`config.mk`:
```
export PLATFORM = sky130hd
export DESIGN_NAME = ssg_sqrt
export DESIGN_NICKNAME = d
export VERILOG_FILES = /design/src/sv/assert_macros.svh /design/src/sv/ssg_pkg.sv /design/src/sv/ssg_sqrt.sv
export SDC_FILE = /design/constraint.sdc
export NUM_CORES = 2
export LEC_CHECK = 0
export BUFFER_PORTS_ARGS = -buffer_cell sky130_fd_sc_hd__clkbuf_2
export CORE_ASPECT_RATIO = 0.75
export CORE_MARGIN = 5
export CORE_UTILIZATION = 30
export DETAILED_ROUTE_END_ITERATION = 6
export RECOVER_POWER = 25
export SETUP_SLACK_MARGIN = 0.2
export SLEW_MARGIN = 25
export SYNTH_ARGS = -nofsm -noshare
export SYNTH_HDL_FRONTEND = slang
export SYNTH_SLANG_ARGS = --single-unit
```
`constraint.sdc`:
```
create_clock -name clk -period 14.06 [get_ports clk]
set_input_delay 0.703 -clock clk [delete_from_list [all_inputs] [get_ports clk]]
set_output_delay 0.703 -clock clk [all_outputs]
set_load 0.02 [all_outputs]
```
`src/sv/assert_macros.svh`:
```
// ----------------------------------------------------------------------------
// Assertion macros
// Shared concurrent assertion forms, clocked on clk and disabled in reset.
// ----------------------------------------------------------------------------
`ifndef ASSERT_MACROS_SVH
`define ASSERT_MACROS_SVH

// The consequent must hold in the same cycle as the antecedent.
`define SSG_CHECK_IMPLIES(name, ante, cons) \
  name: assert property (@(posedge clk) disable iff (!rst_n) (ante) |-> (cons)) \
    else $error("implication check failed");

// The consequent must hold in the cycle after the antecedent.
`define SSG_CHECK_NEXT(name, ante, cons) \
  name: assert property (@(posedge clk) disable iff (!rst_n) (ante) |=> (cons)) \
    else $error("next-cycle check failed");

`endif

```
`src/sv/ssg_pkg.sv`:
```
// ----------------------------------------------------------------------------
// Slope segment generator package
// Shared types and constants of the segment pipeline.
// ----------------------------------------------------------------------------
`timescale 1ns / 1ps
`default_nettype none

package ssg_pkg;

  localparam int SLOPE_W = 24;
  localparam logic [24:0] SLOPE_MAX = 25'd8388607;
  localparam int RAD_W = 47;
  localparam int ROOT_W = 24;
  localparam int H_W = 15;
  localparam int PIX_W = 12;
  localparam int PIX_MAX = 2047;

  typedef enum logic [0:0] {
    CFG_X_EXTENT = 1'b0,
    CFG_Y_EXTENT = 1'b1
  } ssg_cfg_idx_t;

  typedef enum logic [2:0] {
    BAND_RED        = 3'd0,
    BAND_ORANGE     = 3'd1,
    BAND_YELLOW     = 3'd2,
    BAND_GREEN      = 3'd3,
    BAND_LIGHT_BLUE = 3'd4,
    BAND_NAVY       = 3'd5
  } ssg_band_t;

  // Per-item data that travels alongside the arithmetic.
  typedef struct packed {
    logic signed [7:0]         gx;
    logic signed [7:0]         gy;
    ssg_band_t                 band;
    logic                      nz;
    logic signed [SLOPE_W-1:0] slope;
  } ssg_side_t;

endpackage

`default_nettype wire

```
`src/sv/ssg_sqrt.sv`:
```
// ----------------------------------------------------------------------------
// Square root pipeline
// Bit-by-bit integer square root of the radicand, four result bits per stage
// over six register stages.
// ----------------------------------------------------------------------------
`timescale 1ns / 1ps
`default_nettype none

module ssg_sqrt (
  input  wire logic                          clk,
  input  wire logic                          rst_n,
  input  wire logic                          up_valid,
  output logic                               up_stall,
  input  wire ssg_pkg::ssg_side_t            up_side,
  input  wire logic [ssg_pkg::RAD_W-1:0]     up_rad,
  output logic                               dn_valid,
  input  wire logic                          dn_stall,
  output ssg_pkg::ssg_side_t                 dn_side,
  output logic [ssg_pkg::ROOT_W-1:0]         dn_root
);

  localparam int N = 6;
  localparam int STEPS = 4;

  logic [N-1:0] v_r;
  logic [N-1:0] hold;
  logic [N-1:0] en;
  logic [N-1:0] vin;

  for (genvar k = 0; k < N; k++) begin : g_flow
    if (k == N - 1) begin : g_last
      assign hold[k] = dn_stall;
    end else begin : g_mid
      assign hold[k] = v_r[k+1] & hold[k+1];
    end
    assign en[k] = ~v_r[k] | ~hold[k];
  end

  assign vin = {v_r[N-2:0], up_valid};
  assign up_stall = v_r[0] & hold[0];
  assign dn_valid = v_r[N-1];

  always_ff @(posedge clk) begin
    if (!rst_n) begin
      v_r <= '0;
    end else begin
      for (int k = 0; k < N; k++) begin
        if (en[k]) begin
          v_r[k] <= vin[k];
        end
      end
    end
  end

  logic [47:0]                 rad_r    [0:N-1];
  logic [26:0]                 rem_r    [0:N-1];
  logic [ssg_pkg::ROOT_W-1:0]  root_r   [0:N-1];
  ssg_pkg::ssg_side_t          side_r   [0:N-1];
  logic [47:0]                 rad_in   [0:N-1];
  logic [26:0]                 rem_in   [0:N-1];
  logic [ssg_pkg::ROOT_W-1:0]  root_in  [0:N-1];
  ssg_pkg::ssg_side_t          side_in  [0:N-1];
  logic [26:0]                 rem_nxt  [0:N-1];
  logic [ssg_pkg::ROOT_W-1:0]  root_nxt [0:N-1];

  always_comb begin
    rad_in[0] = {1'b0, up_rad};
    rem_in[0] = '0;
    root_in[0] = '0;
    side_in[0] = up_side;
    for (int k = 1; k < N; k++) begin
      rad_in[k] = rad_r[k-1];
      rem_in[k] = rem_r[k-1];
      root_in[k] = root_r[k-1];
      side_in[k] = side_r[k-1];
    end
  end

  // Each step brings down the next two radicand bits and tries 4*root + 1.
  always_comb begin
    logic [26:0]                rem;
    logic [ssg_pkg::ROOT_W-1:0] root;
    logic [26:0]                trial;
    for (int k = 0; k < N; k++) begin
      rem = rem_in[k];
      root = root_in[k];
      for (int j = 0; j < STEPS; j++) begin
        rem = {rem[24:0], rad_in[k][2 * (23 - STEPS * k - j) +: 2]};
        trial = {1'b0, root, 2'b01};
        if (rem >= trial) begin
          rem = rem - trial;
          root = {root[22:0], 1'b1};
        end else begin
          root = {root[22:0], 1'b0};
        end
      end
      rem_nxt[k] = rem;
      root_nxt[k] = root;
    end
  end

  always_ff @(posedge clk) begin
    for (int k = 0; k < N; k++) begin
      if (en[k]) begin
        rad_r[k] <= rad_in[k];
        rem_r[k] <= rem_nxt[k];
        root_r[k] <= root_nxt[k];
        side_r[k] <= side_in[k];
      end
    end
  end

  assign dn_side = side_r[N-1];
  assign dn_root = root_r[N-1];

endmodule

`default_nettype wire

```
==> results.yml <==
placement:
  dpl.hpwl_mm: 101.5
  gp_congestion: 0.9424
  port_buffers: 164
  placed_cell_area_um2: 46190
final_layout:
  syn_to_final_growth_pct: 12.88
  layout_commonest_cell: "edfxtp_1"
  drive_gt1_frac: 0.09717
  fill_cells: 14508
  layout_common_cells: "593 x edfxtp_1, 400 x a21oi_1, 374 x nand2_1"
  design_area_um2: 48520
  fin_nets: 5021
yosys:
  synth-edff-count: 593
  async_flop_share: 0
  synthCells: 4431
  ys.flop_type: "edfxtp_1"
  ys_seq_area_frac: 0.4171
  syn_nets: 4845
  syn_avg_cell_area_um2: 9.700
  ys_warn_count: 0
  synth_cell_type_count: 114
  synth_seq_cells: 599
  netlist_area_um2: 42980
status:
  outcome: "finished with violations"
  violations: "design-rule violations"
die:
  io_pins: 165
  rows: 120
  die_area_um2: 151000
  die_w_um: 447.1
  dieHeight_um: 337.8
  start_util: 0.3013
  core_area_um2: 142600
worst_hold_path:
  hold_start: "up_side[9]"
  hold_depth: 1
  min_path_type: "in2reg"
  min_to: "side_r[0][9]"
cts:
  cts_root_buf: "clkbuf_16"
  numCtsBuffers: 71
  numClockSinks: 599
  cts_max_path_buffers: 3
  cts_setup_buffers: 0
  clk_pin_slew_ps: 60
  hold_buffers: 0
  cts_resized: 0
  htree_levels: 3
  cts_tree: "yes"
  clk_latency_ps: 690
global_routing:
  grtUsageTotal: 0.1676
  grt_pass1_vias: 33033
  grt_pass1_wl_mm: 198.3
  antenna_found_initial: 1
  overflow: 0
  grt_start_max_net_pins: 62
power_and_ir_drop:
  p_leak_nw: 19.89
  peakVddDrop_v: 0.00008004
  p_per_area_nw_per_um2: 194.6
  p_total_w: 0.009441
worst_setup_path:
  cp-end-kind: "flip-flop"
  critPathLaunchType: "flip-flop"
  r2r_start: "root_r[1][6]"
  slowest_delay_ps: 860
  rr_worst_depth: 45
  rrSetupSlack_ps: 1280
  critPathMaxFanout: 34
  r2r-end: "rem_r[2][24]"
  critPathArrivalTime_ps: 13170
  crit_slowest_cell: "or4_1"
  cp_common_cell: "nor2_1"
  worstSetupPathType: "reg2reg"
  cp.required_ps: 14450
  crit_start: "root_r[1][6]"
route:
  post_drt_wl_per_cell_um: 19.91
  drc: 10
  dr.pass1.iters: 7
  ant_nets: 0
  drtIter0Drc: 3180
  viasPerCell: 5.376
  routed_wl_mm: 130.5
  vias: 35238
sta:
  maxSlewHeadroom: 0.3094
  finalCriticalPeriod_ps: 12780
  tns_ps: 0
  final_hold_viol_count: 0
  fmax_mhz: 78.22
  maxSlewViolCount: 0
  post-route-period-util: 0.9093
  skew_ps: 45.51
  finalSetupViolCount: 0
  worstMarginPinSlew_ps: 1029
  rsz0062_at_grt: "no"
run:
  max_cap_violations: 0
-- final cells by class --
type,count,area (µm²),share of cell area
tap,1891,2366,0.04876
clock inverter,40,473.0,0.009748
clock buffer,88,1882,0.03878
timing repair buffer,221,1269,0.02615
inverter,225,852.1,0.01756
antenna,2,5.005,0.0001031
sequential,599,17930,0.3695
multi-input combinational,3489,23750,0.4894
-- synthesized netlist by cell type (all sizes together), types with 40 or more instances --
| library cell | number | area share |
|---|---|---|
| o21bai | 56 | 0.0098 |
| nor4 | 44 | 0.0069 |
| clkbuf | 80 | 0.0070 |
| nor3 | 130 | 0.015 |
| nand2 | 378 | 0.033 |
| or3 | 40 | 0.0059 |
| xnor2 | 245 | 0.050 |
| o31ai | 44 | 0.0082 |
| a21oi | 401 | 0.047 |
| nand4 | 60 | 0.0087 |
| and3 | 44 | 0.0064 |
| o21a | 44 | 0.0077 |
| inv | 223 | 0.020 |
| ha | 319 | 0.093 |
| o211ai | 40 | 0.0071 |
| a21o | 153 | 0.027 |
| o21ai | 233 | 0.027 |
| nor2 | 364 | 0.032 |
| nor2b | 54 | 0.0079 |
| mux2 | 45 | 0.012 |
| nand3 | 109 | 0.013 |
| edfxtp | 593 | 0.41 |
| xor2 | 128 | 0.026 |
| a31oi | 49 | 0.0071 |
| nand2b | 53 | 0.0077 |
-- where the power goes --
part	total (W)	switching, W	internal, W
Clock	0.00186	0.000808	0.00105
Combinational	0.00509	0.00315	0.00194
Sequential	0.00250	0.000209	0.00229
-- per-stage QoR --
| step | util | setup slack, ps | cells | hold slack (ps) |
|---|---|---|---|---|
| 2_1_floorplan | - | 3259 | 4431 | 400.3 |
| 3_5_place_dp | 0.3238 | 1590 | 6425 | 404.5 |
| 3_3_place_gp | 0.3236 | 1746 | 6424 | 400.2 |
| 6_report | 0.3402 | 1275 | 6555 | 187.3 |
| 4_1_cts | 0.3403 | 1495 | 6553 | 109.1 |
| 5_1_grt | 0.3401 | 334.7 | 6553 | 129.4 |
-- metal layers --
metal,track usage,routed length [µm]
met4,0.04166,2958
met5,0,0
met2,0.2537,55440
met3,0.03038,8608
met1,0.2466,63510
-- cells by family after synthesis --
| group | share of synthesized area |
|---|---|
| adder cells (fa/ha/maj) | 0.09286 |
| flip-flops | 0.4171 |
| AO/OA/AOI/OAI | 0.1927 |
| multiplexers | 0.01767 |
| XOR/XNOR | 0.07618 |
| buffers and inverters | 0.03153 |
| AND/OR/NAND/NOR | 0.1720 |
-- critical path, delay by kind of cell (launching register included) --
family	cells	cell delay [ps]
AOI/OAI and AO/OA	15	3670
DFF	1	340
buffers and inverters	5	1490
and+or+nand+nor	18	4730
muxes	1	300
xor gates and xnor gates	2	350
adders and majority gates	4	1560
-- worst max-delay path by stage --
stage,to,slack [ps],depth (start not counted)
global route,rem_r[2][24],330,46
finish,rem_r[2][24],1280,45
detailed placement,rem_r[2][24],1590,46
global placement,rem_r[3][10],1750,49
CTS,rem_r[2][24],1500,46
floorplan,rem_r[4][11],3260,56
-- registers in the layout, summed over array words and instances, names as in the netlist --
signal	flops
side_r	264
rem_r	125
rad_r	124
v_r	6
root_r	80
Power figures use the tool's default switching activity.
