### config.mk
export PLATFORM = sky130hd
export DESIGN_NAME = ssg_slope
export DESIGN_NICKNAME = d
export VERILOG_FILES = /design/src/sv/assert_macros.svh /design/src/sv/ssg_pkg.sv /design/src/sv/ssg_slope.sv
export SDC_FILE = /design/constraint.sdc
export NUM_CORES = 2
export LEC_CHECK = 0
export BUFFER_PORTS_ARGS = -buffer_cell sky130_fd_sc_hd__buf_2
export CAP_MARGIN = 20
export CORE_UTILIZATION = 55
export CTS_BUF_LIST = sky130_fd_sc_hd__clkbuf_4 sky130_fd_sc_hd__clkbuf_8 sky130_fd_sc_hd__clkbuf_16
export DETAILED_ROUTE_END_ITERATION = 7
export GPL_ROUTABILITY_DRIVEN = 0
export PLACE_DENSITY = 0.83
export SLEW_MARGIN = 0
export SYNTH_ARGS = -nofsm -noshare
export SYNTH_HDL_FRONTEND = slang
export SYNTH_SLANG_ARGS = --single-unit
export TNS_END_PERCENT = 30
### constraint.sdc
create_clock -name clk -period 18.1 [get_ports clk]
set_clock_uncertainty 0.2 [all_clocks]
set_input_delay 1.81 -clock clk [delete_from_list [all_inputs] [get_ports clk]]
set_output_delay 1.81 -clock clk [all_outputs]
set_load 0.05 [all_outputs]
### src/sv/assert_macros.svh
// ----------------------------------------------------------------------------
// Assertion macros
// Shared concurrent assertion forms, clocked on clk and disabled in reset.
// ----------------------------------------------------------------------------
`ifndef ASSERT_MACROS_SVH
`define ASSERT_MACROS_SVH

// The consequent must hold in the same cycle as the antecedent.
`define SSG_CHECK_IMPLIES(name, ante, cons) \
  name: assert property (@(posedge clk) disable iff (!rst_n) (ante) |-> (cons)) \
    else $error("implication check failed");

// The consequent must hold in the cycle after the antecedent.
`define SSG_CHECK_NEXT(name, ante, cons) \
  name: assert property (@(posedge clk) disable iff (!rst_n) (ante) |=> (cons)) \
    else $error("next-cycle check failed");

`endif

### src/sv/ssg_pkg.sv
// ----------------------------------------------------------------------------
// Slope segment generator package
// Shared types and constants of the segment pipeline.
// ----------------------------------------------------------------------------
`timescale 1ns / 1ps
`default_nettype none

package ssg_pkg;

  localparam int SLOPE_W = 24;
  localparam logic [24:0] SLOPE_MAX = 25'd8388607;
  localparam int RAD_W = 47;
  localparam int ROOT_W = 24;
  localparam int H_W = 15;
  localparam int PIX_W = 12;
  localparam int PIX_MAX = 2047;

  typedef enum logic [0:0] {
    CFG_X_EXTENT = 1'b0,
    CFG_Y_EXTENT = 1'b1
  } ssg_cfg_idx_t;

  typedef enum logic [2:0] {
    BAND_RED        = 3'd0,
    BAND_ORANGE     = 3'd1,
    BAND_YELLOW     = 3'd2,
    BAND_GREEN      = 3'd3,
    BAND_LIGHT_BLUE = 3'd4,
    BAND_NAVY       = 3'd5
  } ssg_band_t;

  // Per-item data that travels alongside the arithmetic.
  typedef struct packed {
    logic signed [7:0]         gx;
    logic signed [7:0]         gy;
    ssg_band_t                 band;
    logic                      nz;
    logic signed [SLOPE_W-1:0] slope;
  } ssg_side_t;

endpackage

`default_nettype wire

### src/sv/ssg_slope.sv
// ----------------------------------------------------------------------------
// Slope stage
// Computes the Q8.16 slope -y/x by a reciprocal table, the color band and
// the square-root radicand 2^32 + slope^2, over three register stages.
// ----------------------------------------------------------------------------
`timescale 1ns / 1ps
`default_nettype none

module ssg_slope (
  input  wire logic                         clk,
  input  wire logic                         rst_n,
  input  wire logic                         up_valid,
  output logic                              up_stall,
  input  wire logic signed [7:0]            up_gx,
  input  wire logic signed [7:0]            up_gy,
  output logic                              dn_valid,
  input  wire logic                         dn_stall,
  output ssg_pkg::ssg_side_t                dn_side,
  output logic [ssg_pkg::RAD_W-1:0]         dn_rad
);

  localparam int N = 3;

  logic [N-1:0] v_r;
  logic [N-1:0] hold;
  logic [N-1:0] en;
  logic [N-1:0] vin;

  // ceil(2^30 / (i + 1)), so that a * 2^16 / b comes out exact after >> 14.
  logic [30:0] recip_tab [0:127];

  for (genvar g = 0; g < 128; g++) begin : g_recip
    localparam logic [30:0] RV = 31'((2 ** 30 + g) / (g + 1));
    assign recip_tab[g] = RV;
  end

  for (genvar k = 0; k < N; k++) begin : g_flow
    if (k == N - 1) begin : g_last
      assign hold[k] = dn_stall;
    end else begin : g_mid
      assign hold[k] = v_r[k+1] & hold[k+1];
    end
    assign en[k] = ~v_r[k] | ~hold[k];
  end

  assign vin = {v_r[N-2:0], up_valid};
  assign up_stall = v_r[0] & hold[0];
  assign dn_valid = v_r[N-1];

  always_ff @(posedge clk) begin
    if (!rst_n) begin
      v_r <= '0;
    end else begin
      for (int k = 0; k < N; k++) begin
        if (en[k]) begin
          v_r[k] <= vin[k];
        end
      end
    end
  end

  // Stage 0: magnitudes, reciprocal lookup and band.
  logic [7:0]         abs_gx;
  logic [7:0]         abs_gy;
  logic [6:0]         recip_idx;
  logic signed [9:0]  n10;
  logic signed [9:0]  dn10;
  logic signed [9:0]  dn2;
  ssg_pkg::ssg_side_t side0_nxt;
  logic [7:0]         a_r;
  logic [30:0]        m_r;
  logic               neg_r;
  ssg_pkg::ssg_side_t side0_r;

  always_comb begin
    abs_gx = up_gx[7] ? 8'(-up_gx) : 8'(up_gx);
    abs_gy = up_gy[7] ? 8'(-up_gy) : 8'(up_gy);
    recip_idx = 7'(abs_gx - 8'd1);
    // Slope sign is folded into the numerator so the denominator is positive.
    n10 = up_gx[7] ? 10'(up_gy) : -10'(up_gy);
    dn10 = up_gx[7] ? -10'(up_gx) : 10'(up_gx);
    dn2 = dn10 <<< 1;
    side0_nxt = '0;
    side0_nxt.gx = up_gx;
    side0_nxt.gy = up_gy;
    side0_nxt.nz = (up_gx != 8'sd0);
    if (n10 >= dn2) begin
      side0_nxt.band = ssg_pkg::BAND_RED;
    end else if (n10 >= dn10) begin
      side0_nxt.band = ssg_pkg::BAND_ORANGE;
    end else if (n10 >= 10'sd0) begin
      side0_nxt.band = ssg_pkg::BAND_YELLOW;
    end else if (n10 >= -dn10) begin
      side0_nxt.band = ssg_pkg::BAND_GREEN;
    end else if (n10 >= -dn2) begin
      side0_nxt.band = ssg_pkg::BAND_LIGHT_BLUE;
    end else begin
      side0_nxt.band = ssg_pkg::BAND_NAVY;
    end
  end

  always_ff @(posedge clk) begin
    if (en[0]) begin
      a_r <= abs_gy;
      m_r <= recip_tab[recip_idx];
      neg_r <= (up_gy[7] == up_gx[7]);
      side0_r <= side0_nxt;
    end
  end

  // Stage 1: quotient by reciprocal multiply, sign and saturation.
  logic [38:0]        quo_prod;
  logic [24:0]        quo;
  ssg_pkg::ssg_side_t side1_nxt;
  ssg_pkg::ssg_side_t side1_r;

  always_comb begin
    quo_prod = 39'(a_r) * 39'(m_r);
    quo = quo_prod[38:14];
    side1_nxt = side0_r;
    if (neg_r) begin
      side1_nxt.slope = ssg_pkg::SLOPE_W'(-quo);
    end else if (quo > ssg_pkg::SLOPE_MAX) begin
      side1_nxt.slope = ssg_pkg::SLOPE_W'(ssg_pkg::SLOPE_MAX);
    end else begin
      side1_nxt.slope = ssg_pkg::SLOPE_W'(quo);
    end
  end

  always_ff @(posedge clk) begin
    if (en[1]) begin
      side1_r <= side1_nxt;
    end
  end

  // Stage 2: radicand 1 + slope^2 in Q.32.
  logic signed [47:0]        sq;
  logic [ssg_pkg::RAD_W-1:0] rad_nxt;
  logic [ssg_pkg::RAD_W-1:0] rad_r;
  ssg_pkg::ssg_side_t        side2_r;

  always_comb begin
    sq = 48'(side1_r.slope) * 48'(side1_r.slope);
    rad_nxt = ssg_pkg::RAD_W'(sq) + {14'b0, 1'b1, 32'b0};
  end

  always_ff @(posedge clk) begin
    if (en[2]) begin
      rad_r <= rad_nxt;
      side2_r <= side1_r;
    end
  end

  assign dn_side = side2_r;
  assign dn_rad = rad_r;

endmodule

`default_nettype wire

==> run_results.csv <==
group,metric,value,unit
run_status,status,"finished, violations left",
run_status,violations,"DRC",
critical_path,cp_slowest_cell,"edfxtp_1",
die,die_x,267,µm
die,die_y,267,µm
sta,fmax,117,MHz
cts,cts_hold_buffers,0,
synth,synthFlopType,"edfxtp_1",
synth,synthTopCellsByArea,"fa_1 (38%), edfxtp_1 (15%), ha_1 (8.3%), inv_1 (7.9%), and2_1 (5.0%)",
cts,clk_pin_slew_worst_paths,0.08,ns
synth,yosys.area_share.simple,0.142,
global_route,first_global_vias,31200,
route,dr.pass1.iters,8,
cells_and_area,area_growth,5.19,%
sta,rsz0062_at_grt,"false",
run,maxCapViolations,0,
synth,synth_compound_area_frac,0.114,
critical_path,rrSetupSlack,9.56,ns
critical_path,cp.required,18.25,ns
critical_path,r2r-start,"side1_r[0]",
sta,whs,0.220,ns
critical_path,cp-endpoint,"dn_rad[44]",
synth,synth_xor_area_frac,0.0255,
sta,finalWorstSetupSlack,9.56,ns
die,ios,113,
sta,min_period,8.54,ns
synth,synthMuxAreaShare,0.00802,
cts,insertion_delay,0.50,ns
synth,ys_warn_count,0,
die,rows,96,
sta,hold_viol,0,
synth,postSynthCellCount,4099,
critical_path,critPathMostFrequentCell,"fa_1",
critical_path,r2r_end,"dn_rad[44]",
place,hpwl,76000,µm
synth,synthAdderAreaFrac,0.461,
place,dp_slack,9.62,ns
synth,synth_top_area_cell,"fa_1",
cells_and_area,regArea,0.00583,mm²
synth,synth_most_common_cell,"inv_1",
cells_and_area,multi_input_area,0.0291,mm²
cts,cts_buffers,17,
global_route,grt_start_max_net_pins,96,
die,start_util,0.560,
die,die_area,0.0714,mm²
worst_hold_path,hold_path.class,"register to register",
cells_and_area,layout-drive-gt1-share,0.0564,
route,viasPerCell,5.90,
critical_path,end_kind,"register",
synth,synth_top_family_by_area,"adder cells",
synth,ys_types,89,
global_route,grt.total_usage,0.290,
die,coreArea,0.0691,mm²
critical_path,path_max_fanout,26,
critical_path,path_cells,"nand2_1 > inv_1 > fa_1 > fa_1 > inv_1 > fa_1 > inv_1 > fa_1 > fa_1 > fa_1 > inv_1 > fa_1 > inv_1 > ha_1 > a21oi_1 > nand2_1 > a21o_1 > a21oi_1 > nand2_1 > o21ai_0 > o21bai_1 > a311o_1 > or4_1 > nand3_1",
cts,ctsHtreeMaxLevel,4,
synth,synth-seq-cells,195,
cts,clkSinkCount,195,
sta,maxSlewViolCount,0,
global_route,antenna_found_initial,4,
sta,max-slew-margin-rel,0.284,
sta,setup-violations-final,0,
route,drt-initial-drc-count,3683,
worst_hold_path,hp-start,"side1_r[28]",
route,drc_errors,54,
critical_path,reg2reg_depth,24,
global_route,grt_overflow,0,
sta,worstMarginPinSlew,1.07,ns
cts,cts_resized,0,
critical_path,cp_slowest_stage_delay,0.98,ns
cts,clock_path_buffers,2,
route,routedWlPerCell,19.6,µm
critical_path,cp.arrival,8.69,ns
critical_path,worst_setup_path_start_kind,"register",
synth,async_flop_share,0,
synth,synth_edf_count,192,
synth,synth_top_area_frac,0.377,
critical_path,cp-startpoint,"side1_r[0]",
cells_and_area,fillCellCount,5597,
cells_and_area,nets,5089,
synth,post_synth_instance_area,0.0387,mm²
route,num_vias,29700,
synth,ys_seq_area_frac,0.151,
sta,period_share,0.472,
cts,post_cts_buffers,0,
sta,fin_setup_tns,0,ns
route,drtAntennaViolNets,0,
place,io_buffer_count,111,
cts,clock-root-buffer,"clkbuf_16",
cts,cts_tree,"done",
route,wirelength,98400,µm
synth,syn_avg_cell_area,9.44,µm²
synth,netlist_top_cells_count,"inv_1 (818), fa_1 (729), nand2_1 (407), and2_1 (308), ha_1 (258)",
global_route,grt_pass1_wl,162000,µm
critical_path,worstSetupPathType,"register to register",
==> placed cells by master, fill, tap and decap left out, drive strengths merged, types with 7 or more instances in the layout <==
cell,count
a21oi,167
o21ai,146
a311oi,22
nand2b,27
and3,27
mux2i,13
o31ai,13
a31oi,49
nor2,149
a21o,40
clkbuf,17
or3,11
edfxtp,192
buf,149
xor2,32
ha,258
o21a,37
o311ai,10
fa,729
nand2,407
nor3,44
a21boi,13
and2,309
a211oi,32
xnor2,78
a221oi,13
o211ai,36
nor2b,37
o221ai,11
o22ai,10
clkinv,7
nand4,17
nand3,45
or2,9
inv,825
o21bai,8
==> critical path: cells and delay by family, from the launching register on <==
| family | cells | cell delay, ns |
|---|---|---|
| AO/OA/AOI/OAI | 6 | 1.62 |
| adder cells (fa/ha/maj) | 8 | 4.14 |
| buffers and inverters | 5 | 0.53 |
| flip-flops | 1 | 0.98 |
| AND/OR/NAND/NOR | 5 | 0.93 |
==> how the worst min path moves through the flow <==
stage	end	cells after the start
2_1_floorplan	dn_side[24]	0
3_3_place_gp	side1_r[38]	0
3_5_place_dp	dn_side[32]	0
4_1_cts	dn_side[25]	0
5_1_grt	dn_side[37]	0
6_report	dn_side[28]	0
==> stage by stage <==
stage          instance area [µm²]  instances   util
6_report                     40700       5027  0.589
5_1_grt                      40700       5026  0.589
4_1_cts                      40700       5025  0.589
3_5_place_dp                 40000       4993  0.579
3_3_place_gp                 40000       4993  0.579
2_1_floorplan                38700       4101      -
==> kinds of logic after synthesis <==
family / count (synthesis)
multiplexers: 23
adder cells (fa/ha/maj): 987
buffers and inverters: 1005
AND/OR/NAND/NOR: 1108
flip-flops: 195
XOR/XNOR: 110
AO/OA/AOI/OAI: 669
other: 2
==> area by class of cell <==
type,instances,area share
Multi-Input combinational cell,2901,0.716
Sequential cell,195,0.143
Inverter,818,0.0755
Tap cell,931,0.0286
Timing Repair Buffer,149,0.0207
Clock buffer,17,0.0105
Clock inverter,15,0.00593
Antenna cell,1,0.0000615
==> registers in the layout, summed over array words and instances (netlist names) <==
signal and cells:
a_r 8, dn_rad 46, dn_side 43, m_r 31, neg_r 1, side0_r 19
side1_r 44, v_r 3
==> layer usage <==
| layer | track usage | vias to the layer above | wire, µm |
|---|---|---|---|
| li1 | - | 13100 | - |
| met1 | 0.363 | 14500 | 36800 |
| met2 | 0.479 | 1675 | 47300 |
| met3 | 0.0645 | 424 | 9240 |
| met4 | 0.132 | 2 | 5140 |
| met5 | 0 | - | 17 |
Power is left out: the tool's default activity adds up to more than one toggle a clock period on the data nets, which glitch-free logic cannot reach.
