### config.mk
export PLATFORM = sky130hd
export DESIGN_NAME = ssg_recip
export DESIGN_NICKNAME = d
export VERILOG_FILES = /design/src/sv/assert_macros.svh /design/src/sv/ssg_pkg.sv /design/src/sv/ssg_recip.sv
export SDC_FILE = /design/constraint.sdc
export NUM_CORES = 1
export LEC_CHECK = 0
export BUFFER_PORTS_ARGS = -buffer_cell sky130_fd_sc_hd__buf_4
export CORE_MARGIN = 3
export CORE_UTILIZATION = 40
export DETAILED_ROUTE_END_ITERATION = 7
export SKIP_LAST_GASP = 1
export SYNTH_ARGS = -nofsm -noshare
export SYNTH_HDL_FRONTEND = slang
export SYNTH_SLANG_ARGS = --single-unit
### constraint.sdc
create_clock -name clk -period 15.16 [get_ports clk]
set_input_delay 0.758 -clock clk [delete_from_list [all_inputs] [get_ports clk]]
set_output_delay 0.758 -clock clk [all_outputs]
set_load 0.03 [all_outputs]
### src/sv/assert_macros.svh
// ----------------------------------------------------------------------------
// Assertion macros
// Shared concurrent assertion forms, clocked on clk and disabled in reset.
// ----------------------------------------------------------------------------
`ifndef ASSERT_MACROS_SVH
`define ASSERT_MACROS_SVH

// The consequent must hold in the same cycle as the antecedent.
`define SSG_CHECK_IMPLIES(name, ante, cons) \
  name: assert property (@(posedge clk) disable iff (!rst_n) (ante) |-> (cons)) \
    else $error("implication check failed");

// The consequent must hold in the cycle after the antecedent.
`define SSG_CHECK_NEXT(name, ante, cons) \
  name: assert property (@(posedge clk) disable iff (!rst_n) (ante) |=> (cons)) \
    else $error("next-cycle check failed");

`endif

### src/sv/ssg_pkg.sv
// ----------------------------------------------------------------------------
// Slope segment generator package
// Shared types and constants of the segment pipeline.
// ----------------------------------------------------------------------------
`timescale 1ns / 1ps
`default_nettype none

package ssg_pkg;

  localparam int SLOPE_W = 24;
  localparam logic [24:0] SLOPE_MAX = 25'd8388607;
  localparam int RAD_W = 47;
  localparam int ROOT_W = 24;
  localparam int H_W = 15;
  localparam int PIX_W = 12;
  localparam int PIX_MAX = 2047;

  typedef enum logic [0:0] {
    CFG_X_EXTENT = 1'b0,
    CFG_Y_EXTENT = 1'b1
  } ssg_cfg_idx_t;

  typedef enum logic [2:0] {
    BAND_RED        = 3'd0,
    BAND_ORANGE     = 3'd1,
    BAND_YELLOW     = 3'd2,
    BAND_GREEN      = 3'd3,
    BAND_LIGHT_BLUE = 3'd4,
    BAND_NAVY       = 3'd5
  } ssg_band_t;

  // Per-item data that travels alongside the arithmetic.
  typedef struct packed {
    logic signed [7:0]         gx;
    logic signed [7:0]         gy;
    ssg_band_t                 band;
    logic                      nz;
    logic signed [SLOPE_W-1:0] slope;
  } ssg_side_t;

endpackage

`default_nettype wire

### src/sv/ssg_recip.sv
// ----------------------------------------------------------------------------
// Half-width divider
// Computes h = floor(2^33 / (5 * root)) by restoring division, five quotient
// bits per stage after one stage that forms the divisor.
// ----------------------------------------------------------------------------
`timescale 1ns / 1ps
`default_nettype none

module ssg_recip (
  input  wire logic                          clk,
  input  wire logic                          rst_n,
  input  wire logic                          up_valid,
  output logic                               up_stall,
  input  wire ssg_pkg::ssg_side_t            up_side,
  input  wire logic [ssg_pkg::ROOT_W-1:0]    up_root,
  output logic                               dn_valid,
  input  wire logic                          dn_stall,
  output ssg_pkg::ssg_side_t                 dn_side,
  output logic [ssg_pkg::H_W-1:0]            dn_h
);

  localparam int N = 4;
  localparam int STEPS = 5;
  // The quotient fits in 15 bits, so the division starts at 2^33 >> 15.
  localparam logic [27:0] REM_INIT = 28'h0040000;

  logic [N-1:0] v_r;
  logic [N-1:0] hold;
  logic [N-1:0] en;
  logic [N-1:0] vin;

  for (genvar k = 0; k < N; k++) begin : g_flow
    if (k == N - 1) begin : g_last
      assign hold[k] = dn_stall;
    end else begin : g_mid
      assign hold[k] = v_r[k+1] & hold[k+1];
    end
    assign en[k] = ~v_r[k] | ~hold[k];
  end

  assign vin = {v_r[N-2:0], up_valid};
  assign up_stall = v_r[0] & hold[0];
  assign dn_valid = v_r[N-1];

  always_ff @(posedge clk) begin
    if (!rst_n) begin
      v_r <= '0;
    end else begin
      for (int k = 0; k < N; k++) begin
        if (en[k]) begin
          v_r[k] <= vin[k];
        end
      end
    end
  end

  logic [26:0]                den_r    [0:N-1];
  logic [27:0]                rem_r    [0:N-1];
  logic [ssg_pkg::H_W-1:0]    quo_r    [0:N-1];
  ssg_pkg::ssg_side_t         side_r   [0:N-1];
  logic [26:0]                den_nxt  [0:N-1];
  logic [27:0]                rem_nxt  [0:N-1];
  logic [ssg_pkg::H_W-1:0]    quo_nxt  [0:N-1];
  ssg_pkg::ssg_side_t         side_nxt [0:N-1];

  always_comb begin
    logic [27:0]             rem;
    logic [ssg_pkg::H_W-1:0] quo;
    den_nxt[0] = {1'b0, up_root, 2'b00} + 27'(up_root);
    rem_nxt[0] = REM_INIT;
    quo_nxt[0] = '0;
    side_nxt[0] = up_side;
    for (int k = 1; k < N; k++) begin
      rem = rem_r[k-1];
      quo = quo_r[k-1];
      for (int j = 0; j < STEPS; j++) begin
        rem = {rem[26:0], 1'b0};
        if (rem >= {1'b0, den_r[k-1]}) begin
          rem = rem - {1'b0, den_r[k-1]};
          quo = {quo[ssg_pkg::H_W-2:0], 1'b1};
        end else begin
          quo = {quo[ssg_pkg::H_W-2:0], 1'b0};
        end
      end
      den_nxt[k] = den_r[k-1];
      rem_nxt[k] = rem;
      quo_nxt[k] = quo;
      side_nxt[k] = side_r[k-1];
    end
  end

  always_ff @(posedge clk) begin
    for (int k = 0; k < N; k++) begin
      if (en[k]) begin
        den_r[k] <= den_nxt[k];
        rem_r[k] <= rem_nxt[k];
        quo_r[k] <= quo_nxt[k];
        side_r[k] <= side_nxt[k];
      end
    end
  end

  assign dn_side = side_r[N-1];
  assign dn_h = quo_r[N-1];

endmodule

`default_nettype wire

==> metrics, run 1 <==
Synth Flop Type=edfxtp_1; Via density=5.50; Seq/Total Area, Yosys=32.5%; num ports=133; Crit path max-delay family=compound AO/OA/AOI/OAI gates; YS warnings=0; Critical Path Start Type=flop; Worst Path Buf+Inv=11; final hold vios=0; crit path kind=flop to flop; DR iter-0 viols=1399; worst hold path class=primary input to flop; WL/cell=18.8 µm; gp weighted congestion=0.897; Worst-path clk slew=0.06 ns; CTS Hold Bufs=0; Slew Limit Fails=0; Netlist cell types=89; Initial DRT Pass Iterations=5; Post-DP Area=0.0359 mm²; slowest CP cell=edfxtp_1; pin count of the biggest net entering global routing=73; core area=0.0781 mm²; Util after Layout=48.5%; Remaining DRCs=0; Worst Path Required=15.45 ns; Yosys reg bits=345; cells after synthesis=3358; max frequency=0.0678 GHz; crit path capture type=flop; Initial Utilization=40.7%; H-tree depth=2; share of synthesized registers carrying an async set or reset=0%; EDFF count, synth=341; max_slew headroom=31.3%; Congestion Overflow GR=0; syn avg cell area=9.47 µm²; Inst Count DP=4738; die width=288 µm; # setup viols final=0; TritonCTS Buffers=41; vias in the first global route=26000; ANT cells=0; cell taking the most area after synthesis=edfxtp_1; final cell count without fillers=4839; measured slew at the worst slew-check pin=1.03 ns; hpwl dp=72.7 mm; PortBufs=132; DIE AREA=0.0829 mm²; Sink Count=345; WL final=91.1 mm; fin nets=4232; Crit path largest cell delay=0.47 ns; GRT Total Usage=21.5%; layout cells sized above 1=20.5%; Antenna Violating Nets Remaining=0; clk_lat worst skew=0.58 ns; top-count cell post-synth=ha_1; via count=26600; Die H=288 µm; Max Cap Viol=0; RSZ-0062 raised after global routing=true; synthesized cell area=0.0318 mm²; list of most frequent post-synthesis cells=ha_1 (389), edfxtp_1 (341), a21oi_1 (327), nor2_1 (260), xnor2_1 (231); fin crit period=14.75 ns; area share of the largest cell type after synthesis=32.2%; Final Cell Area=0.0379 mm²; global-route wire length before repair=141 mm; CTS root buf=clkbuf_16; Synth area leaders=edfxtp_1 (32%), ha_1 (15%), xnor2_1 (6.4%); P&R area growth vs syn=19.3%; outcome=complete, no violations; row count=102; crit share post-route=97.3%; CTS Buffer Depth=3; Setup Skew=0.0486 ns; initial antenna violation count=1; critical path peak fanout=27; CTS tree=yes; Filler Cell Count=7355; Worst Path Arrival=15.04 ns
-- state kept, by name (all words and copies together), names as in the netlist --
register,count
side_r,176
den_r,81
rem_r,54
quo_r,30
v_r,4
-- stage by stage --
step,setup TNS [ns],setup WS (ns),hold WS (ns)
2_1_floorplan,0,0.0828,0.400
3_3_place_gp,-11.93,-0.441,0.400
3_5_place_dp,-11.77,-0.468,0.405
4_1_cts,0,0.00228,0.319
5_1_grt,-0.427,-0.104,0.327
6_report,0,0.411,0.356
-- final cells by class --
class / count / area (µm²) / share of cell area, %
Tap cell: 1040 / 1300 / 3.43
Inverter: 168 / 638 / 1.68
Timing Repair Buffer: 416 / 3240 / 8.54
Clock buffer: 52 / 1070 / 2.81
Clock inverter: 22 / 313 / 0.825
Sequential cell: 345 / 10300 / 27.2
Multi-Input combinational cell: 2796 / 21000 / 55.5
-- per-layer routing --
metal	up-vias	track usage, %	share of wire, %
li1	13400	-	-
met1	12600	27.4	44
met2	446	38.9	50
met3	125	1.52	3.1
met4	0	5.91	3.0
met5	-	0	0
-- cell families after synthesis --
group,count (synthesis),synth area share (%)
DFF,345,32.5
adders and majority gates,392,15.5
AOI/OAI and AO/OA,1005,20.1
other,1,0.0118
and+or+nand+nor,883,13.5
muxes,195,7.06
xor gates and xnor gates,315,8.68
buffers and inverters,222,2.74
-- worst register-to-register path: cells and delay by family, from the launching register on --
| kind | cells | cell delay, ns |
|---|---|---|
| compound gates | 33 | 7.14 |
| fa+ha+maj | 5 | 1.53 |
| buf+inv | 11 | 1.70 |
| flops | 1 | 0.47 |
| mux | 5 | 1.68 |
| simple gates | 11 | 2.03 |
-- cell usage in the layout (no fill, tap or decap), types with 12 or more instances in the layout --
cell / count
nand3_1: 59
nand4_1: 25
ha_1: 384
inv_1: 166
and2_1: 29
xnor2_1: 231
nand2b_1: 62
nor2_1: 257
nor4_1: 12
or2_2: 26
o21bai_1: 44
a21o_1: 117
nand2_1: 203
a211o_1: 13
a31oi_1: 35
a211oi_1: 25
mux2_4: 19
edfxtp_1: 341
o211ai_1: 15
mux2_2: 165
nor2b_1: 50
nor3_1: 59
o31ai_1: 26
and3_1: 28
xor2_1: 84
clkbuf_16: 41
o21ai_0: 198
o21a_1: 66
or3_1: 25
buf_4: 404
a21oi_1: 317
-- what timing repair did --
item / in CTS / in global routing
pin swaps: 5 / 9
endpoints found under the setup margin: 43 / 57
cloned: 1 / 2
buffers inserted: 4 / 20
gates resized for setup: 21 / 66
hold endpoints to repair: 0 / 0
-- path summary, 6_finish.rpt --
kind | endpoint | slack, ns | depth (start not counted) | start
setup / recovery | rem_r[2][10] | 0.41 | 65 | den_r[1][14]
hold / removal | side_r[0][41] | 0.36 | 1 | up_side[41]
setup reg to reg | rem_r[2][10] | 0.41 | 65 | den_r[1][14]
hold reg to reg | side_r[3][9] | 0.40 | 0 | side_r[2][9]
Power of run 1 is not shown: default switching activity piles up to over one toggle a cycle in this logic, so the estimate is an artifact.
==> run 2: changes to the inputs <==
--- a/config.mk
+++ b/config.mk
@@ -5,10 +5,12 @@
 export SDC_FILE = /design/constraint.sdc
 export NUM_CORES = 1
 export LEC_CHECK = 0
+export ABC_CLOCK_PERIOD_IN_PS = 15160
 export BUFFER_PORTS_ARGS = -buffer_cell sky130_fd_sc_hd__buf_4
 export CORE_MARGIN = 3
 export CORE_UTILIZATION = 40
 export DETAILED_ROUTE_END_ITERATION = 7
+export MAX_ROUTING_LAYER = met4
 export SKIP_LAST_GASP = 1
 export SYNTH_ARGS = -nofsm -noshare
 export SYNTH_HDL_FRONTEND = slang
==> run 2 against run 1 <==
  * Hold slack better by 0.0062 ns
  * Clock-buffer cell count down 8
  * Critical endpoint is now rem_r[2][11]
  * Flip-flop and latch count unchanged
  * First-iteration DRC count up 8.9%
  * Critical path depth down 1
  * Global-route usage up 0.49 points
  * Die area unchanged
  * Highest routed layer unchanged
  * Cell area down 0.35%
==> metrics, run 2 (synthesis gave the netlist of run 1 again) <==
Worst Path Required=15.48 ns (was 15.45 ns); critical path peak fanout=22 (was 27); # setup viols final=0 (unchanged); outcome=complete, no violations (unchanged); TritonCTS Buffers=40 (was 41); Worst-path clk slew=0.06 ns (about the same); FF-to-FF Start=rem_r[1][8] (was den_r[1][14]); final hold vios=0 (unchanged); Remaining DRCs=0 (unchanged); row count=102 (unchanged); die width=288 µm (unchanged); Congestion Overflow GR=0 (unchanged); crit-path most repeated cell=a21o_1; CTS root buf=clkbuf_16 (unchanged); GRT Total Usage=21.9% (was 21.5%); fin crit period=14.54 ns (was 14.75 ns); CTS tree=yes (unchanged); Max Cap Viol=0 (unchanged); DR iter-0 viols=1524 (was 1399); gp weighted congestion=0.914 (was 0.897); reg2reg setup slack=0.62 ns (was 0.41 ns); max reg flops=176 (unchanged); RSZ-0062 raised after global routing=true (unchanged); vias in the first global route=26100 (was 26000); crit path kind=flop to flop (unchanged); max frequency=0.0688 GHz (was 0.0678 GHz); clk_lat worst skew=0.58 ns (about the same); max_slew headroom=29.9% (was 31.3%); r2r worst-path depth=64 (was 65); CTS Hold Bufs=0 (unchanged); biggest registers after layout=side_r x176, den_r x81, rem_r x54 (unchanged); fin nets=4238 (was 4232); PortBufs=132 (unchanged); WL final=90.5 mm (was 91.1 mm); Worst setup endpoint=rem_r[2][11] (was rem_r[2][10]); Setup TNS=0 ns (unchanged); Die H=288 µm (unchanged); P&R area growth vs syn=18.8% (was 19.3%); crit path capture type=flop (unchanged); Via density=5.47 (was 5.50); global-route wire length before repair=140 mm (was 141 mm); Initial Utilization=40.7% (unchanged); most frequent cells in the layout=buf_4 (415), ha_1 (381), edfxtp_1 (341) (was buf_4 (404), ha_1 (384), edfxtp_1 (341)); Slew Limit Fails=0 (unchanged); slowest CP cell=edfxtp_1 (unchanged); Setup Skew=0.0204 ns (was 0.0486 ns); num ports=133 (unchanged); Antenna Violating Nets Remaining=0 (unchanged); DIE AREA=0.0829 mm² (unchanged); worst setup path startpoint=rem_r[1][8] (was den_r[1][14]); Worst Path Arrival=14.85 ns (was 15.04 ns); Critical Path Start Type=flop (unchanged); initial antenna violation count=2 (was 1); H-tree depth=2 (unchanged); measured slew at the worst slew-check pin=1.05 ns (was 1.03 ns); hpwl dp=72.9 mm (was 72.7 mm); WL/cell=18.7 µm (was 18.8 µm); crit share post-route=95.9% (was 97.3%); worst hold path class=primary input to flop (unchanged); Crit path largest cell delay=0.48 ns (was 0.47 ns); pin count of the biggest net entering global routing=73 (unchanged); reg2reg end=rem_r[2][11] (was rem_r[2][10]); Filler Cell Count=7376 (was 7355); ANT cells=0 (unchanged); Biggest register=side_r (unchanged); core area=0.0781 mm² (unchanged); via count=26500 (was 26600); Initial DRT Pass Iterations=5 (unchanged); commonest non-fill, non-tap cell in the layout=buf_4 (unchanged); CTS Buffer Depth=3 (unchanged); Sink Count=345 (unchanged); layout cells sized above 1=20.5% (about the same)
==> run 2: cell types whose count changed in the layout (fill, tap and decap cells not counted), moves of 4 or more <==
cell | before | now
clkbuf_1 | 11 | 4
buf_4 | 404 | 415
clkinv_1 | 3 | 7
bufinv_16 | 5 | 1
==> run 2: cell type report <==
cell class | count | area (µm²) | area share [%]
timing repair buffer | 424 | 3270 | 8.65
clock buffer | 44 | 1020 | 2.69
sequential | 345 | 10300 | 27.3
inverter | 168 | 638 | 1.69
clock inverter | 27 | 255 | 0.676
tap | 1040 | 1300 | 3.44
multi-input combinational | 2795 | 21000 | 55.5
==> run 2: critical path: cells and delay by family, from the launching register on <==
| kind | cells | cell delay (ns) |
|---|---|---|
| AO/OA/AOI/OAI | 37 | 7.57 |
| AND/OR/NAND/NOR | 11 | 1.97 |
| adder cells (fa/ha/maj) | 5 | 1.53 |
| multiplexers | 4 | 1.45 |
| buffers and inverters | 7 | 1.19 |
| flip-flops | 1 | 0.48 |
==> run 2: layer usage <==
metal  GRT usage, %  share of wire, %  vias up
met5              -                 0        -
met4           5.72               2.8        0
met3           1.61               2.9      140
met2           39.7                51      406
met1           26.4                44    12500
li1               -                 -    13400
==> run 2: what timing repair did <==
item,4_1_cts,5_1_grt
endpoints found under the setup margin,29,57
pin swaps,3,11
setup buffers,3,31
gates cloned,0,2
gates resized for setup,11,66
==> run 2: how the worst min path moves through the flow <==
stage | start | endpoint | cells after the start
3_5_place_dp | quo_r[1][2] | quo_r[2][7] | 0
3_3_place_gp | side_r[2][22] | side_r[3][22] | 0
6_report | up_side[19] | side_r[0][19] | 1
5_1_grt | up_side[3] | side_r[0][3] | 1
2_1_floorplan | quo_r[1][0] | quo_r[2][5] | 0
4_1_cts | up_side[24] | side_r[0][24] | 1
==> run 2: metrics by stage <==
step                      std cells  setup WS (ns)  hold slack, ns  util (%)  cell area, µm²
after floorplan                3360         0.0828           0.400         -           31800
after global placement         4736         -0.436           0.400      46.0           35900
after detailed placement       4736         -0.404           0.405      46.0           35900
after CTS                      4810         0.0152           0.325      47.7           37200
after global routing           4843         -0.111           0.330      48.4           37800
final                          4843          0.624           0.362      48.4           37800
Power of run 2 is left out for the same reason.
